**src/rdc_pkg.sv**
```systemverilog
`timescale 1ns / 1ps
// ----------------------------------------------------------------------------
// rdc_pkg: shared types and constants for the relay drive controller
// Item structs, configuration set, mode encoding and register indexes.
// ----------------------------------------------------------------------------
package rdc_pkg;

  localparam int CFG_INDEX_W = 3;
  localparam int CFG_DATA_W  = 16;

  localparam logic [CFG_INDEX_W-1:0] CFG_FORWARD_THRESHOLD = 3'd0;
  localparam logic [CFG_INDEX_W-1:0] CFG_REVERSE_THRESHOLD = 3'd1;
  localparam logic [CFG_INDEX_W-1:0] CFG_STOP_DISTANCE     = 3'd2;
  localparam logic [CFG_INDEX_W-1:0] CFG_ANTI_PLUG_DELAY   = 3'd3;
  localparam logic [CFG_INDEX_W-1:0] CFG_UPDATE_PERIOD     = 3'd4;

  localparam logic [9:0]  RESET_FORWARD_THRESHOLD = 10'd600;
  localparam logic [9:0]  RESET_REVERSE_THRESHOLD = 10'd400;
  localparam logic [9:0]  RESET_STOP_DISTANCE     = 10'd30;
  localparam logic [15:0] RESET_ANTI_PLUG_DELAY   = 16'd1000;
  localparam logic [15:0] RESET_UPDATE_PERIOD     = 16'd50;

  localparam logic [2:0] MODE_CODE_START    = 3'd0;
  localparam logic [2:0] MODE_CODE_STOPPED  = 3'd1;
  localparam logic [2:0] MODE_CODE_FORWARD  = 3'd2;
  localparam logic [2:0] MODE_CODE_REVERSE  = 3'd3;
  localparam logic [2:0] MODE_CODE_BEGIN_AP = 3'd4;
  localparam logic [2:0] MODE_CODE_AP       = 3'd5;

  typedef struct packed {
    logic [31:0] now_ms;
    logic [9:0]  joystick_position;
    logic [9:0]  front_distance;
    logic [9:0]  rear_distance;
  } in_item_t;

  typedef struct packed {
    logic       forward_on;
    logic       reverse_on;
    logic [2:0] mode_code;
    logic [9:0] nearest_distance;
    logic       acted;
  } out_item_t;

  typedef struct packed {
    logic [9:0]  forward_threshold;
    logic [9:0]  reverse_threshold;
    logic [9:0]  stop_distance;
    logic [15:0] anti_plug_delay_ms;
    logic [15:0] update_period_ms;
  } cfg_t;

  typedef enum logic [1:0] {
    JOY_MID = 2'd0,
    JOY_FWD = 2'd1,
    JOY_REV = 2'd2
  } joy_class_t;

  typedef enum logic [1:0] {
    OBS_CLEAR = 2'd0,
    OBS_FRONT = 2'd1,
    OBS_BACK  = 2'd2
  } obs_class_t;

  typedef struct packed {
    logic [31:0] now_ms;
    joy_class_t  joy;
    obs_class_t  obs;
    logic [9:0]  nearest;
  } class_item_t;

  typedef enum logic [5:0] {
    MODE_START    = 6'b000001,
    MODE_STOPPED  = 6'b000010,
    MODE_FORWARD  = 6'b000100,
    MODE_REVERSE  = 6'b001000,
    MODE_BEGIN_AP = 6'b010000,
    MODE_AP       = 6'b100000
  } mode_t;

  function automatic logic [2:0] mode_to_code(mode_t m);
    logic [2:0] code;
    unique case (m)
      MODE_STOPPED:  code = MODE_CODE_STOPPED;
      MODE_FORWARD:  code = MODE_CODE_FORWARD;
      MODE_REVERSE:  code = MODE_CODE_REVERSE;
      MODE_BEGIN_AP: code = MODE_CODE_BEGIN_AP;
      MODE_AP:       code = MODE_CODE_AP;
      default:       code = MODE_CODE_START;
    endcase
    return code;
  endfunction

endpackage

```
**src/rdc_front.sv**
```systemverilog
`timescale 1ns / 1ps
// ----------------------------------------------------------------------------
// rdc_front: input classifier
// Sorts the joystick into high, low or mid and the obstacle into front, back
// or clear, and picks the nearer distance.
// ----------------------------------------------------------------------------
module rdc_front import rdc_pkg::*; (
  input  cfg_t        cfg,
  input  in_item_t    item,
  output class_item_t cls
);

  always_comb begin
    cls.now_ms = item.now_ms;

    // high wins over low when the thresholds cross
    if (item.joystick_position > cfg.forward_threshold) begin
      cls.joy = JOY_FWD;
    end else if (item.joystick_position < cfg.reverse_threshold) begin
      cls.joy = JOY_REV;
    end else begin
      cls.joy = JOY_MID;
    end

    if (item.front_distance <= cfg.stop_distance) begin
      cls.obs = OBS_FRONT;
    end else if (item.rear_distance <= cfg.stop_distance) begin
      cls.obs = OBS_BACK;
    end else begin
      cls.obs = OBS_CLEAR;
    end

    cls.nearest = (item.front_distance <= item.rear_distance) ?
                  item.front_distance : item.rear_distance;
  end

endmodule

```
**src/rdc_queue.sv**
```systemverilog
`timescale 1ns / 1ps
// ----------------------------------------------------------------------------
// rdc_queue: classified item queue
// Small register FIFO that decouples the classifier from the state machine.
// ----------------------------------------------------------------------------
module rdc_queue import rdc_pkg::*; #(
  parameter int DEPTH = 2
) (
  input  logic        clk,
  input  logic        rst,
  input  logic        push_valid,
  output logic        push_stall,
  input  class_item_t push_data,
  output logic        pop_valid,
  input  logic        pop_stall,
  output class_item_t pop_data
);

  localparam int PTR_W = (DEPTH > 1) ? $clog2(DEPTH) : 1;
  localparam int CNT_W = $clog2(DEPTH + 1);

  class_item_t       entries [DEPTH];
  logic [PTR_W-1:0]  wr_ptr;
  logic [PTR_W-1:0]  rd_ptr;
  logic [CNT_W-1:0]  count;
  logic              push;
  logic              pop;

  assign push_stall = (count == CNT_W'(DEPTH));
  assign pop_valid  = (count != '0);
  assign pop_data   = entries[rd_ptr];
  assign push       = push_valid && !push_stall;
  assign pop        = pop_valid && !pop_stall;

  always_ff @(posedge clk) begin
    if (push) begin
      entries[wr_ptr] <= push_data;
    end
  end

  always_ff @(posedge clk) begin
    if (rst) begin
      wr_ptr <= '0;
      rd_ptr <= '0;
      count  <= '0;
    end else begin
      if (push) begin
        wr_ptr <= (wr_ptr == PTR_W'(DEPTH - 1)) ? '0 : wr_ptr + PTR_W'(1);
      end
      if (pop) begin
        rd_ptr <= (rd_ptr == PTR_W'(DEPTH - 1)) ? '0 : rd_ptr + PTR_W'(1);
      end
      case ({push, pop})
        2'b10:   count <= count + CNT_W'(1);
        2'b01:   count <= count - CNT_W'(1);
        default: count <= count;
      endcase
    end
  end

endmodule

```
**src/rdc_back.sv**
```systemverilog
`timescale 1ns / 1ps
// ----------------------------------------------------------------------------
// rdc_back: relay state machine
// Applies the update gate, advances the six-state mode machine with the
// anti-plugging stop, drives the relays and registers the result.
// ----------------------------------------------------------------------------
module rdc_back import rdc_pkg::*; (
  input  logic        clk,
  input  logic        rst,
  input  cfg_t        cfg,
  input  logic        item_valid,
  output logic        item_stall,
  input  class_item_t item,
  output logic        out_valid,
  input  logic        out_stall,
  output out_item_t   out_data
);

  mode_t       mode;
  mode_t       mode_next;
  logic [31:0] last_update_time;
  logic [31:0] plug_start_time;
  logic        forward_relay;
  logic        reverse_relay;
  logic        forward_relay_next;
  logic        reverse_relay_next;
  logic        gate;
  logic        expired;
  logic        take;
  logic [31:0] since_update;
  logic [31:0] since_plug;

  assign item_stall   = out_valid && out_stall;
  assign take         = item_valid && !item_stall;
  assign since_update = item.now_ms - last_update_time;
  assign since_plug   = item.now_ms - plug_start_time;
  assign gate         = since_update >= {16'd0, cfg.update_period_ms};
  assign expired      = since_plug > {16'd0, cfg.anti_plug_delay_ms};

  always_comb begin
    mode_next = mode;
    if (gate) begin
      unique case (mode)
        MODE_STOPPED: begin
          if (item.joy == JOY_FWD && item.obs != OBS_FRONT) begin
            mode_next = MODE_FORWARD;
          end else if (item.joy == JOY_REV && item.obs != OBS_BACK) begin
            mode_next = MODE_REVERSE;
          end
        end
        MODE_FORWARD: begin
          if (item.joy == JOY_REV) begin
            mode_next = MODE_BEGIN_AP;
          end else if (item.joy == JOY_MID || item.obs == OBS_FRONT) begin
            mode_next = MODE_STOPPED;
          end
        end
        MODE_REVERSE: begin
          if (item.joy == JOY_FWD) begin
            mode_next = MODE_BEGIN_AP;
          end else if (item.joy == JOY_MID || item.obs == OBS_BACK) begin
            mode_next = MODE_STOPPED;
          end
        end
        MODE_BEGIN_AP: begin
          mode_next = MODE_AP;
        end
        MODE_AP: begin
          if (item.joy == JOY_REV && expired && item.obs != OBS_BACK) begin
            mode_next = MODE_REVERSE;
          end else if (item.joy == JOY_FWD && expired && item.obs != OBS_FRONT) begin
            mode_next = MODE_FORWARD;
          end
        end
        default: begin
          mode_next = MODE_STOPPED;
        end
      endcase
    end
  end

  // begin-antiplug keeps the previous drive for one acted item
  always_comb begin
    forward_relay_next = forward_relay;
    reverse_relay_next = reverse_relay;
    if (gate) begin
      case (mode_next)
        MODE_STOPPED, MODE_AP: begin
          forward_relay_next = 1'b0;
          reverse_relay_next = 1'b0;
        end
        MODE_FORWARD: begin
          forward_relay_next = 1'b1;
          reverse_relay_next = 1'b0;
        end
        MODE_REVERSE: begin
          forward_relay_next = 1'b0;
          reverse_relay_next = 1'b1;
        end
        default: begin
          forward_relay_next = forward_relay;
          reverse_relay_next = reverse_relay;
        end
      endcase
    end
  end

  always_ff @(posedge clk) begin
    if (rst) begin
      mode             <= MODE_START;
      last_update_time <= '0;
      plug_start_time  <= '0;
      forward_relay    <= 1'b0;
      reverse_relay    <= 1'b0;
      out_valid        <= 1'b0;
    end else begin
      if (take) begin
        mode          <= mode_next;
        forward_relay <= forward_relay_next;
        reverse_relay <= reverse_relay_next;
        if (gate) begin
          last_update_time <= item.now_ms;
        end
        if (gate && mode_next == MODE_BEGIN_AP) begin
          plug_start_time <= item.now_ms;
        end
        out_valid <= 1'b1;
      end else if (!out_stall) begin
        out_valid <= 1'b0;
      end
    end
  end

  always_ff @(posedge clk) begin
    if (take) begin
      out_data.forward_on       <= forward_relay_next;
      out_data.reverse_on       <= reverse_relay_next;
      out_data.mode_code        <= mode_to_code(mode_next);
      out_data.nearest_distance <= item.nearest;
      out_data.acted            <= gate;
    end
  end

endmodule

```
**src/relay_drive_controller_with_antiplug.sv**
```systemverilog
`timescale 1ns / 1ps
// ----------------------------------------------------------------------------
// relay_drive_controller_with_antiplug: joystick relay drive with anti-plug
// Classifier front end, item queue and relay state machine back end.
// ----------------------------------------------------------------------------
// Path: each accepted item is classified, held in the queue, then registered by the back end.
// Throughput: one item per cycle while out_stall is low; the mode and timestamp update in
// the back end is registered as each item is taken, and the queue holds items during output stalls.
// Reset (rst, synchronous): mode start, times zero, relays off, queue empty,
// registers at their default values.
// ----------------------------------------------------------------------------
module relay_drive_controller_with_antiplug import rdc_pkg::*; #(
  parameter int QUEUE_DEPTH = 2
) (
  input  logic                   clk,
  input  logic                   rst,
  input  logic                   in_valid,
  output logic                   in_stall,
  input  in_item_t               in_data,
  output logic                   out_valid,
  input  logic                   out_stall,
  output out_item_t              out_data,
  input  logic                   cfg_write,
  input  logic [CFG_INDEX_W-1:0] cfg_index,
  input  logic [CFG_DATA_W-1:0]  cfg_data
);

  cfg_t        cfg;
  class_item_t front_cls;
  class_item_t q_data;
  logic        q_valid;
  logic        q_stall;

  always_ff @(posedge clk) begin
    if (rst) begin
      cfg.forward_threshold  <= RESET_FORWARD_THRESHOLD;
      cfg.reverse_threshold  <= RESET_REVERSE_THRESHOLD;
      cfg.stop_distance      <= RESET_STOP_DISTANCE;
      cfg.anti_plug_delay_ms <= RESET_ANTI_PLUG_DELAY;
      cfg.update_period_ms   <= RESET_UPDATE_PERIOD;
    end else if (cfg_write) begin
      unique case (cfg_index)
        CFG_FORWARD_THRESHOLD: cfg.forward_threshold  <= cfg_data[9:0];
        CFG_REVERSE_THRESHOLD: cfg.reverse_threshold  <= cfg_data[9:0];
        CFG_STOP_DISTANCE:     cfg.stop_distance      <= cfg_data[9:0];
        CFG_ANTI_PLUG_DELAY:   cfg.anti_plug_delay_ms <= cfg_data;
        CFG_UPDATE_PERIOD:     cfg.update_period_ms   <= cfg_data;
        default: begin
          // drop writes to unknown indexes
        end
      endcase
    end
  end

  rdc_front u_front (
    .cfg  (cfg),
    .item (in_data),
    .cls  (front_cls)
  );

  rdc_queue #(
    .DEPTH (QUEUE_DEPTH)
  ) u_queue (
    .clk        (clk),
    .rst        (rst),
    .push_valid (in_valid),
    .push_stall (in_stall),
    .push_data  (front_cls),
    .pop_valid  (q_valid),
    .pop_stall  (q_stall),
    .pop_data   (q_data)
  );

  rdc_back u_back (
    .clk        (clk),
    .rst        (rst),
    .cfg        (cfg),
    .item_valid (q_valid),
    .item_stall (q_stall),
    .item       (q_data),
    .out_valid  (out_valid),
    .out_stall  (out_stall),
    .out_data   (out_data)
  );

  a_relays_exclusive: assert property (@(posedge clk) disable iff (rst)
    out_valid |-> !(out_data.forward_on && out_data.reverse_on))
    else $error("forward and reverse relays both driven");

  a_forward_mode: assert property (@(posedge clk) disable iff (rst)
    (out_valid && out_data.forward_on) |->
      (out_data.mode_code == MODE_CODE_FORWARD ||
       out_data.mode_code == MODE_CODE_BEGIN_AP))
    else $error("forward relay driven outside forward travel");

  a_reverse_mode: assert property (@(posedge clk) disable iff (rst)
    (out_valid && out_data.reverse_on) |->
      (out_data.mode_code == MODE_CODE_REVERSE ||
       out_data.mode_code == MODE_CODE_BEGIN_AP))
    else $error("reverse relay driven outside reverse travel");

  a_stop_relays_off: assert property (@(posedge clk) disable iff (rst)
    (out_valid && (out_data.mode_code == MODE_CODE_STOPPED ||
                   out_data.mode_code == MODE_CODE_AP)) |->
      (!out_data.forward_on && !out_data.reverse_on))
    else $error("relay driven while stopped");

endmodule

```
**config.mk**
```make
export PLATFORM = sky130hd
export DESIGN_NAME = relay_drive_controller_with_antiplug
export DESIGN_NICKNAME = d
export VERILOG_FILES = /design/src/rdc_pkg.sv /design/src/rdc_front.sv /design/src/rdc_queue.sv /design/src/rdc_back.sv /design/src/relay_drive_controller_with_antiplug.sv
export SDC_FILE = /design/constraint.sdc
export NUM_CORES = 1
export LEC_CHECK = 0
export ABC_AREA = 1
export CAP_MARGIN = 20
export CELL_PAD_IN_SITES_DETAIL_PLACEMENT = 2
export CELL_PAD_IN_SITES_GLOBAL_PLACEMENT = 2
export CORE_MARGIN = 3
export CORE_UTILIZATION = 38
export CTS_CLUSTER_DIAMETER = 100
export DETAILED_ROUTE_END_ITERATION = 8
export DONT_BUFFER_PORTS = 1
export HOLD_SLACK_MARGIN = 0.06
export PLACE_DENSITY = 0.86
export SLEW_MARGIN = 10
export SYNTH_ARGS = -nofsm -noshare
export SYNTH_HDL_FRONTEND = slang
export SYNTH_SLANG_ARGS = --single-unit
```
**constraint.sdc**
```tcl
create_clock -name clk -period 5.3 [get_ports clk]
set_input_delay 0.53 -clock clk [delete_from_list [all_inputs] [get_ports clk]]
set_output_delay 0.53 -clock clk [all_outputs]
set_load 0.01 [all_outputs]
```
==> summary.txt <==
Synthesis
  – Cells after synthesis: 2256
  – Biggest area consumer among synthesized cells: edfxtp_1
  – Synth Area in Compound Gates: 12.4%
  – Distinct cells, synth: 56
  – Synth Cell Area: 0.0168 sq mm
  – Synth Flop Type: dfxtp_1
  – Cell with the most instances after synthesis: nand2_1
  – Register area share after synthesis: 36.1%
  – Ys Warns: 0
  – Post-synthesis average cell area: 7.43 sq um
  – Main combinational cell family by area after synthesis: simple AND/OR/NAND/NOR gates
  – Synth top area share: 19.3%
  – Mux contribution to synthesized area: 2.78%
  – Post-synthesis xor/xnor area fraction: 1.57%
  – Synth area leaders: edfxtp_1, dfxtp_1, nand2_1
  – EDFF count, synth: 108
  – Asr flop ratio synth: 0%
  – Synth Area in Adders: 11.1%
  – Syn_nets: 2490
  – Simple-Gate Fraction of Synth Area: 25.2%
  – Synth top cells by count: nand2_1, inv_1, a21oi_1
  – FF+latch count, synth: 248

Placement
  – Dpl ws: -0.432 ns
  – Final GP Congestion: 0.951
  – Final HPWL DP: 52.5 mm
  – Cell Area, Placed: 0.0175 sq mm
  – Port-buffer cells: 0

STA
  – Max-slew violation count: 0
  – Final Hold Vio Count: 0
  – RSZ-0062 raised after global routing: true
  – Setup violators final: 48
  – Period utilisation layout: 113%
  – Hold slack: 0.0380 ns
  – Fin Setup TNS: -20.22 ns
  – Final period demand of the worst path: 6.01 ns
  – Final WS setup: -0.707 ns
  – Highest clock rate: 0.166 GHz
  – Slew headroom: 6.54%
  – Worst Max-Slew Pin Slew: 1.39 ns
  – Fin Clk Skew: 0.0661 ns

Setup path
  – CP Buf/Inv Count: 6
  – CP max stage cell: dfxtp_4
  – CP endpoint kind: register
  – Kind of critical path: register to register
  – Crit path DAT: 6.55 ns
  – Required @ worst endpoint: 5.85 ns
  – Delay of the slowest cell on the worst path: 0.44 ns
  – CP top delay family: simple AND/OR/NAND/NOR gates
  – Worst Setup Start Kind: register
  – Most used cell, CP: nand2_2
  – Crit path max fanout: 7

Power
  – Sequential power share: 18.0%
  – Leakage: 9.67 nW
  – Clock Power Share: 15.8%
  – Cell Pwr Density: 700 mW/mm^2
  – Switching share of power: 55.6%
  – Logic pwr share: 66.1%
  – Cell-internal power: 6.47 mW
  – Sw Pwr: 8.11 mW
  – Max IR drop VDD: 372 uV

Clock tree
  – CTS sink count: 248
  – CTS tree: done
  – CTS root buffer: clkbuf_16
  – Clock Pin Slew Worst Setup and Hold Paths: 0.08 ns
  – Cts bufs inserted: 30
  – Clk buf depth: 3
  – H-tree depth: 1
  – Worst skew pair latency: 0.67 ns

Drt
  – Via count: 19132
  – DRC: 0
  – Number of DRC markers in iteration 0: 2073
  – Antenna Nets Post-Route: 0
  – Avg Vias per Cell: 6.38
  – Drt pass-1 iters: 8
  – Drt total wl: 110 mm
  – Wire per inst: 36.8 microns

Final layout
  – Share of layout cells above drive strength 1: 20.8%
  – Fin util: 48.0%
  – Nets: 2621
  – Fillers: 4889
  – Design Area, Final: 0.0208 sq mm
  – Area added between synthesis and finish: 24.2%

Floorplan
  – Die Y: 216 microns
  – Die width: 216 microns
  – # rows: 76
  – # IOs: 104
  – Die Area: 0.0467 sq mm
  – Core box area: 0.0434 sq mm
  – Initial core utilization: 38.7%

Hold path
  – Min-Delay Path Class: primary input to register

Global route
  – Congestion Overflow GR: 0
  – Largest net degree at the start of global routing: 69
  – Initial antenna violation count: 3
  – First-pass GRT wire length: 133 mm
  – Vias in the first global route: 20264
  – Gr usage total: 37.8%

Run
  – Max-cap violation count: 0

Run status
  – Run status: complete, but fails checks
  – Failing checks: negative setup slack
[layout make-up]
class                   instances  area (sq um)  area share (%)
flip-flops and latches        248          6050            29.0
inverters                     429          1620            7.77
clock buffers                  36           773            3.71
multi-input cells            1538         10100            48.3
clock inverters                20           196           0.943
repair buffers                140          1400            6.73
well taps                     585           732            3.51
diodes                          2          5.00          0.0240
[per-stage QoR]
stage,power [mW],instances
2_1_floorplan,6.83,2256
3_3_place_gp,8.40,2816
3_5_place_dp,9.02,2816
4_1_cts,11.9,2928
5_1_grt,14.9,2997
6_report,14.6,2998
[sequential cells by signal, indices dropped and copies added (netlist names), 2 cells and up, named ones only]
signal                   cells
u_queue.entries             92
cfg                         62
u_back.last_update_time     32
u_back.plug_start_time      32
u_back.out_data             16
u_back.mode                  6
u_queue.count                2
[cells by family after synthesis]
group	after synthesis
multiplexers	42
flip-flops	248
AND/OR/NAND/NOR	951
buffers and inverters	471
AO/OA/AOI/OAI	366
adder cells (fa/ha/maj)	148
XOR/XNOR	30
[repair_timing]
action                                  CTS  global route
hold endpoints to repair                108             1
pin swaps                                 6            63
setup buffers                            15            58
hold buffers                             41             1
endpoints found under the setup margin   74            68
cloned                                    0             6
resized for setup                        81           160
[cell usage in the layout, fill, tap and decap left out, types with 22 or more instances in the layout]
cell and n:
nor2_1 122, nand3_1 73, nand4_1 23, clkbuf_16 34, nand2_1 499, o21ai_0 129
inv_2 22, ha_4 27, mux2_2 24, nand2_2 90, nor2_2 46, edfxtp_1 108
a21oi_1 147, o21ai_2 29, dlygate4sd3_1 41, inv_1 400, dfxtp_1 139, nand2_4 24
buf_4 77, ha_1 113
[power groups by stage]
stage / registers, mW / logic (mW) / clock network, mW
after floorplan: 2.52 / 4.31 / 0
after global placement: 2.57 / 5.82 / 0
after detailed placement: 2.62 / 6.40 / 0
after CTS: 2.58 / 7.16 / 2.15
after global routing: 2.64 / 9.94 / 2.33
final: 2.63 / 9.65 / 2.31
[final timing paths]
kind | from | to | slack (ns) | cells after the start
max | register | u_back.plug_start_time[14]$_SDFFE_PP0P_ | -0.71 | 37
min | cfg_data[4] | cfg[36]$_SDFFE_PP1P_ | 0.04 | 2
max reg2reg | register | u_back.plug_start_time[14]$_SDFFE_PP0P_ | -0.71 | 37
min reg2reg | u_back.last_update_time[28]$_SDFFE_PP0P_ | u_back.last_update_time[28]$_SDFFE_PP0P_ | 0.47 | 2
[layer usage]
metal	GRT usage [%]	part of all wire [%]	vias to the layer above
li1	-	-	7517
met3	7.34	8.5	741
met1	40.7	34	9438
met4	28.3	11	4
met5	0	0.030	-
met2	65.8	46	1432
[worst register-to-register path: cells and delay by family, from the launching register on]
family / cells / cell delay (ns)
muxes: 1 / 0.39
AOI/OAI and AO/OA: 2 / 0.22
adders and majority gates: 2 / 0.60
DFF: 1 / 0.44
xor gates and xnor gates: 1 / 0.19
buffers and inverters: 6 / 0.83
and+or+nand+nor: 25 / 3.22
No activity file was read; power rests on OpenSTA's default activity.
